<file path="config.mk">
export PLATFORM = sky130hd
export DESIGN_NAME = pscm_frame
export DESIGN_NICKNAME = d
export VERILOG_FILES = /design/src/rtl/core/pscm_pkg.sv /design/src/rtl/core/pscm_frame.sv
export SDC_FILE = /design/constraint.sdc
export NUM_CORES = 1
export LEC_CHECK = 0
export ABC_AREA = 1
export BUFFER_PORTS_ARGS = -buffer_cell sky130_fd_sc_hd__buf_2
export CAP_MARGIN = 15
export CORE_ASPECT_RATIO = 0.9
export CORE_UTILIZATION = 30
export DETAILED_ROUTE_END_ITERATION = 10
export GPL_TIMING_DRIVEN = 0
export SLEW_MARGIN = 40
export SYNTH_ARGS = -nofsm -noshare
export SYNTH_HDL_FRONTEND = slang
export SYNTH_SLANG_ARGS = --single-unit
</file>
<file path="constraint.sdc">
create_clock -name clk -period 6.98 [get_ports clk]
set_input_delay 1.396 -clock clk [delete_from_list [all_inputs] [get_ports clk]]
set_output_delay 1.396 -clock clk [all_outputs]
set_load 0.02 [all_outputs]
</file>
<file path="src/rtl/core/pscm_pkg.sv">
package pscm_pkg;

  localparam int MAX_ENTRIES_DEF = 32;
  localparam int SSID_MAX_BYTES  = 32;
  localparam int SSID_BITS       = SSID_MAX_BYTES * 8;

  localparam logic [7:0] FC_MASK   = 8'hFC;
  localparam logic [7:0] FC_PROBE  = 8'h40;
  localparam logic [7:0] MIN_FRAME = 8'd28;
  localparam logic [7:0] LEN_POS   = 8'd25;
  localparam logic [7:0] SSID_POS  = 8'd26;
  localparam logic [7:0] MAC_POS   = 8'd10;
  localparam logic [7:0] MAC_END   = 8'd15;
  localparam logic [7:0] FCS_BYTES = 8'd4;
  localparam logic [7:0] POS_MAX   = 8'd255;
  localparam logic [7:0] SPACE_CHR = 8'h20;

  localparam logic [1:0] OP_BYTE  = 2'd0;
  localparam logic [1:0] OP_TAKE  = 2'd1;
  localparam logic [1:0] OP_CLEAR = 2'd2;
  localparam logic [1:0] OP_RSVD  = 2'd3;

  localparam logic [1:0] CFG_RESPOND   = 2'd0;
  localparam logic [1:0] CFG_MATCH_ALL = 2'd1;
  localparam logic [1:0] CFG_TARGET    = 2'd2;

  localparam logic [3:0] ST_SHORT    = 4'd0;
  localparam logic [3:0] ST_NOTPROBE = 4'd1;
  localparam logic [3:0] ST_BADLEN   = 4'd2;
  localparam logic [3:0] ST_TRUNC    = 4'd3;
  localparam logic [3:0] ST_UNPRINT  = 4'd4;
  localparam logic [3:0] ST_DUP      = 4'd5;
  localparam logic [3:0] ST_FULL     = 4'd6;
  localparam logic [3:0] ST_ADDED    = 4'd7;
  localparam logic [3:0] ST_NOMATCH  = 4'd8;
  localparam logic [3:0] ST_QUEUED   = 4'd9;
  localparam logic [3:0] ST_BUSY     = 4'd10;
  localparam logic [3:0] ST_TAKEN    = 4'd11;
  localparam logic [3:0] ST_NONE     = 4'd12;
  localparam logic [3:0] ST_CLEARED  = 4'd13;

  typedef enum logic [2:0] {
    S_IDLE,
    S_CHECK,
    S_READ,
    S_COMP,
    S_RESULT
  } state_t;

  typedef struct packed {
    logic                 probe;
    logic [5:0]           slen;
    logic [5:0]           eff;
    logic                 printable;
    logic [7:0]           pos;
    logic [47:0]          mac;
    logic [SSID_BITS-1:0] ssid;
  } frame_t;

endpackage

</file>
<file path="src/rtl/core/pscm_frame.sv">
module pscm_frame (
  input  logic            clk,
  input  logic            rst_n,
  input  logic            byte_en,
  input  logic [7:0]      data_byte,
  input  logic            clear,
  output pscm_pkg::frame_t fr
);
  import pscm_pkg::*;

  frame_t fr_r, fr_nxt;
  logic   zseen_r, zseen_nxt;
  logic [7:0] p;
  logic [4:0] k;
  logic [2:0] sel;

  assign p   = fr_r.pos;
  assign k   = 5'(p - SSID_POS);
  assign sel = 3'(MAC_END - p);

  // parse one byte into the frame fields
  always_comb begin
    fr_nxt    = fr_r;
    zseen_nxt = zseen_r;
    if (byte_en) begin
      if (p == 8'd0) begin
        if ((data_byte & FC_MASK) == FC_PROBE) fr_nxt.probe = 1'b1;
      end else if (p >= MAC_POS && p <= MAC_END) begin
        fr_nxt.mac[{sel, 3'b000} +: 8] = data_byte;
      end else if (p == LEN_POS) begin
        fr_nxt.slen = (data_byte >= 8'd1 && data_byte <= 8'(SSID_MAX_BYTES)) ?
                      data_byte[5:0] : 6'd0;
      end else if (p >= SSID_POS && p < SSID_POS + 8'(SSID_MAX_BYTES)) begin
        if ({1'b0, k} < fr_r.slen) begin
          if (data_byte > SPACE_CHR) fr_nxt.printable = 1'b1;
          if (data_byte == 8'd0) begin
            zseen_nxt = 1'b1;
          end else if (!zseen_r) begin
            fr_nxt.ssid[{k, 3'b000} +: 8] = data_byte;
            fr_nxt.eff = 6'(k) + 6'd1;
          end
        end
      end
      if (p < POS_MAX) fr_nxt.pos = p + 8'd1;
    end
    if (clear) begin
      fr_nxt    = '0;
      zseen_nxt = 1'b0;
    end
  end

  always_ff @(posedge clk) begin
    if (!rst_n) begin
      fr_r    <= '0;
      zseen_r <= 1'b0;
    end else begin
      fr_r    <= fr_nxt;
      zseen_r <= zseen_nxt;
    end
  end

  assign fr = fr_r;
endmodule

</file>
# ---- Word level (Yosys, flattened, before mapping)
# Index checks and enable logic that the tools add are counted.
dict set report totals {
  register_bits 327
  input_bits 12
}
dict set report op_classes {
  bitwise 6
  n_addsub 6
  n_eq_ne 2
  shift 4
  reduce_logical 13
  mux 3
  n_lt_le_gt_ge 9
}
# op count
set op_table {}
lappend op_table {{256-bit bitwise mux} 1}
lappend op_table {{8-bit by 10-bit variable shift with 256-bit output (first input constant)} 1}
lappend op_table {{8-bit by 10-bit variable part select with 256-bit output} 1}
lappend op_table {{48-bit bitwise mux} 1}
lappend op_table {{8-bit by 8-bit variable shift with 48-bit output (first input constant)} 1}
lappend op_table {{8-bit by 8-bit variable part select with 48-bit output} 1}
lappend op_table {{8-bit zero test} 2}
lappend op_table {{7-bit AND reduction} 2}
lappend op_table {{8-bit negator with 10-bit output} 1}
lappend op_table {{8-bit by 1-bit adder with 8-bit output (second input constant)} 1}
lappend op_table {{8-bit by 5-bit == test with 1-bit output (second input constant)} 1}
lappend op_table {{8-bit by 1-bit greater-or-equal comparator with 1-bit output (second input constant)} 1}
lappend op_table {{8-bit by 4-bit greater-or-equal comparator with 1-bit output (second input constant)} 1}
lappend op_table {{8-bit by 5-bit greater-or-equal comparator with 1-bit output (second input constant)} 1}
lappend op_table {{8-bit by 6-bit greater-than comparator with 1-bit output (second input constant)} 1}
lappend op_table {{8-bit by 4-bit less-or-equal comparator with 1-bit output (second input constant)} 1}
lappend op_table {{8-bit by 6-bit less-or-equal comparator with 1-bit output (second input constant)} 1}
lappend op_table {{8-bit by 6-bit less-than comparator with 1-bit output (second input constant)} 1}
lappend op_table {{8-bit less-than comparator (second input constant)} 1}
lappend op_table {{6-bit negator with 8-bit output} 1}
lappend op_table {{8-bit AND reduction} 1}
lappend op_table {{5-bit by 1-bit adder with 6-bit output (second input constant)} 1}
lappend op_table {{6-bit by 5-bit == test with 1-bit output (second input constant)} 1}
lappend op_table {{5-bit by 6-bit less-than comparator with 1-bit output} 1}
lappend op_table {{9 further kinds} 17}

# ---- Longest topological paths before layout
dict set report depth {
  depth_word 4
  ltp_mapped 18
}

# ---- Worst setup path after synthesis
# OpenSTA, ideal clock, no wires.
dict set report synth_path {
  kind {input to register}
  start {in data_byte[3]}
  end {reg fr_r, in the netlist fr[193]}
  slack_ns 4.021
  setup_ns 0.114
  arrival_time_ns 2.845
  path_stages 13
  path_buffers 4
  path_cell_list {buf_2 > inv_1 > nand2_1 > nor2_1 > nand2_1 > nand2_1 > nor2_4 > buf_8 > buf_12 > nand4_4 > buf_6 > a21oi_1 > nor2_1}
}
dict set report synth_via {
  elab_chain_len 3
  elab_cells_between_ends 5
}
# item line
set synth_rtl {}
lappend synth_rtl {{start: declaration} pscm_frame.sv:5} ;# input logic [7:0] data_byte,
lappend synth_rtl {{parallel branches: the longest is 3 deep, another holds 8-bit by 10-bit variable part select with 256-bit output} -}
lappend synth_rtl {{end signal: assignment} pscm_frame.sv:57} ;# fr_r <= fr_nxt;
lappend synth_rtl {{end: declaration} pscm_frame.sv:11} ;# frame_t fr_r, fr_nxt;
# Several ways; the timed one is not identified.
# A chain may end at the register's enable or synchronous reset.

# ---- Final worst setup path
dict set report layout_path {
  start {reg fr_r, in the netlist p[1]}
  end {reg fr_r, in the netlist fr[1]}
}
dict set report layout_via {
  elab_chain_len 4
  elab_cells_between_ends 18
}
# item line
set layout_rtl {}
lappend layout_rtl {{5-bit subtractor, or another cell as far along} pscm_frame.sv:18} ;# assign k = 5'(p - SSID_POS);
lappend layout_rtl {{8-bit negator with 10-bit output / 1-bit logical AND (equally long branches)} {pscm_frame.sv:39, pscm_frame.sv:28}}
lappend layout_rtl {{8-bit by 10-bit variable part select with 256-bit output, or another cell as far along} pscm_frame.sv:39} ;# fr_nxt.ssid[{k, 3'b000} +: 8] = data_byte;
lappend layout_rtl {{256-bit bitwise mux / 8-bit AND reduction (equally long branches)} -}
# Parallel ways exist; a longest one is shown, timed or not.

==> flow_metrics.env <==
export IMPL_outcome="finished clean"
export IMPL_post_cts_buffers=0
export IMPL_ys_ff_latch=327
export IMPL_min_from="fr[263]"
export IMPL_ios=338
export IMPL_sequentialPowerShare=0.436
export IMPL_cap_violations=0
export IMPL_drt_iter0_markers=1101
export IMPL_met2WireLength_um=25400
export IMPL_switching_share=0.255
export IMPL_grt_pass1_vias=13923
export IMPL_yosysWarnings=0
export IMPL_hold_violations=0
export IMPL_htree_num_levels=2
export IMPL_slew_violations=0
export IMPL_stdcell_area_um2=19600
export IMPL_grt_pass1_wl_um=87300
export IMPL_nets=2765
export IMPL_grt_overflow_total=0
export IMPL_hold_buffers=0
export IMPL_finClkSkew_ns=0.0203
export IMPL_cts_buffer_depth=3
export IMPL_initial_core_util=0.304
export IMPL_tritoncts="built"
export IMPL_wl_met1_um=27700
export IMPL_fin_crit_ns=3.27
export IMPL_fin_setup_tns_ns=0
export IMPL_row_count=79
export IMPL_cts_resized=0
export IMPL_p_leak_uw=0.0104
export IMPL_dr_total_vias=15444
export IMPL_combinationalPowerShare=0.069
export IMPL_ys_seq_area_frac=0.416
export IMPL_dr_pass1_iters=6
export IMPL_track_usage=0.217
export IMPL_dieArea_um2=53400
export IMPL_syn_avg_cell_area_um2=6.66
export IMPL_wl_met3_um=4350
export IMPL_grt_setup_unrepaired="no"
export IMPL_fmax_mhz=306
export IMPL_viasPerCell=4.47
export IMPL_power_frac_clock=0.495
export IMPL_grt_max_degree=13
export IMPL_start_kind="register"
export IMPL_switchingPower_uw=1090
export IMPL_wl_um=59100
export IMPL_area_growth_syn_to_layout_pct=24.7
export IMPL_ir_drop_mv=0.162
export IMPL_required_ns=7.43
export IMPL_r2r_setup_slack_ns=3.71
export IMPL_crit_path_end_kind="register"
export IMPL_syn_num_nets=2390
export IMPL_root_buffer="clkbuf_16"
export IMPL_placed_area_um2=18300
export IMPL_whs_path_depth=2
export IMPL_worstReg2RegEnd="fr[1]"
export IMPL_r2r_start="p[1]"
export IMPL_whs_endpoint="fr[263]"
export IMPL_cp_arrival_ns=3.72
export IMPL_path_clk_slew_ns=0.06
export IMPL_diodes=0
export IMPL_cell_internal_pwr_uw=3190
export IMPL_drc_errors=0
export IMPL_rr_worst_depth=11
export IMPL_drive_above_1_share=0.199
export IMPL_die_y_um=219
export IMPL_ys_types=41
export IMPL_globalplace_congestion=0.909
export IMPL_worstMarginPinSlew_ns=0.948
export IMPL_dieWidth_um=243
export IMPL_worstPathMaxFanout=10
export IMPL_grt_antenna_before_repair=0
export IMPL_top_layer="met4"
export IMPL_hp_class="reg2reg"
export IMPL_insertion_delay_ns=0.56
export IMPL_slew_headroom=0.362
export IMPL_syn_inst=2365
export IMPL_wire_per_inst_um=17.1
export IMPL_synth_cell_area_um2=15700
export IMPL_clkSinkCount=327
export IMPL_setup_viol=0
export IMPL_power_total_uw=4280
export IMPL_hpwl_um=45400
export IMPL_finalCritPeriodShare=0.469
export IMPL_powerDensity_nw_per_um2=218
export IMPL_cts_buffers=39
export IMPL_port_buffers=334
export IMPL_drt_antenna_violating_nets=0
export IMPL_path_class="reg2reg"
export IMPL_core_area_um2=51800
==> final cells by class <==
class                           count  area [µm²]
Fill cell                        5726       32200
Multi-Input combinational cell   1599        7290
Sequential cell                   327        6550
Timing Repair Buffer              334        1670
Inverter                          308        1160
Clock buffer                       54        1140
Tap cell                          688         861
Buffer                            131         776
Clock inverter                     16         185
==> worst max-delay path, cell delays in order (launching register included) <==
cell	delay (ns)
dfxtp_1	0.49
inv_1	0.23
ha_1	0.32
clkbuf_1	0.36
nand2_1	0.33
nor2_4	0.27
inv_1	0.13
nor3_1	0.32
nand4_4	0.24
buf_6	0.21
nor2_1	0.18
nor2_1	0.07
==> per-stage QoR <==
step	hold WS, ns	instances	worst slack (ns)	utilization
final	0.443	3457	3.71	0.379
after global routing	0.462	3457	3.47	0.379
after CTS	0.443	3457	3.61	0.379
after detailed placement	0.434	3387	3.19	0.353
after global placement	0.430	3387	3.13	0.353
after floorplan	0.436	2365	4.02	-
==> synthesized netlist by cell type (all sizes together) <==
library cell  count  area (µm²)
o21a              1        7.51
inv             306        1150
o21ai            43         215
a21oi            62         322
a31oi             1        6.26
nor2            663        2660
a21boi            1        18.8
ha               13         163
buf              73         552
nand2           607        2310
nor3             28         140
clkinv            2        7.51
o21bai            6        45.0
nand3            68         378
nand4            80         798
o211a             2        20.0
nor4              6        37.5
nand3b            1        7.51
xor2              2        17.5
xnor2             2        17.5
dfxtp           327        6550
clkbuf           58         218
a211oi           13        97.6
==> kinds of logic after synthesis <==
kind of cell             count (synthesis)  synth area share
flip-flops                             327             0.416
buffers and inverters                  439             0.123
adder cells (fa/ha/maj)                 13            0.0103
XOR/XNOR                                 4           0.00223
AND/OR/NAND/NOR                       1453             0.403
AO/OA/AOI/OAI                          129            0.0465
==> state kept, by name, summed over array words and instances, names as in the netlist <==
register / count
fr: 318
zseen_r: 1
p: 8
==> per-layer routing <==
metal  vias up  global-route usage
li1       7931                   -
met1      6963               0.299
met2       460               0.332
met3        90              0.0504
met4         0              0.0713
met5         -                   0
==> layout by cell type (no fill, tap or decap), drive strengths merged <==
cell type    n
nor2       663
nand2      607
buf        407
dfxtp      327
inv        308
clkbuf     112
nand4       80
nand3       68
a21oi       62
o21ai       43
nor3        28
a211oi      13
ha          13
clkinv      10
o21bai       6
nor4         6
bufinv       3
clkinvlp     3
xor2         2
xnor2        2
o211a        2
a21boi       1
nand3b       1
o21a         1
a31oi        1
==> worst max-delay path by stage <==
stage	startpoint	endpoint	slack (ns)	cells past startpoint
floorplan	data_byte[3]	fr[193]	4.02	13
global placement	data_byte[6]	fr[126]	3.13	8
detailed placement	data_byte[7]	fr[87]	3.19	8
CTS	p[1]	fr[87]	3.61	12
global route	p[1]	fr[1]	3.47	11
finish	p[1]	fr[1]	3.71	11
==> power groups by stage <==
stage | Sequential, µW | Combinational, µW | Clock (µW)
floorplan | 1910 | 181 | 0
global placement | 1910 | 290 | 0
detailed placement | 1910 | 291 | 0
CTS | 1870 | 292 | 2170
global route | 1870 | 318 | 2240
finish | 1870 | 295 | 2120
Note: power is estimated with default switching activity, not from simulation.
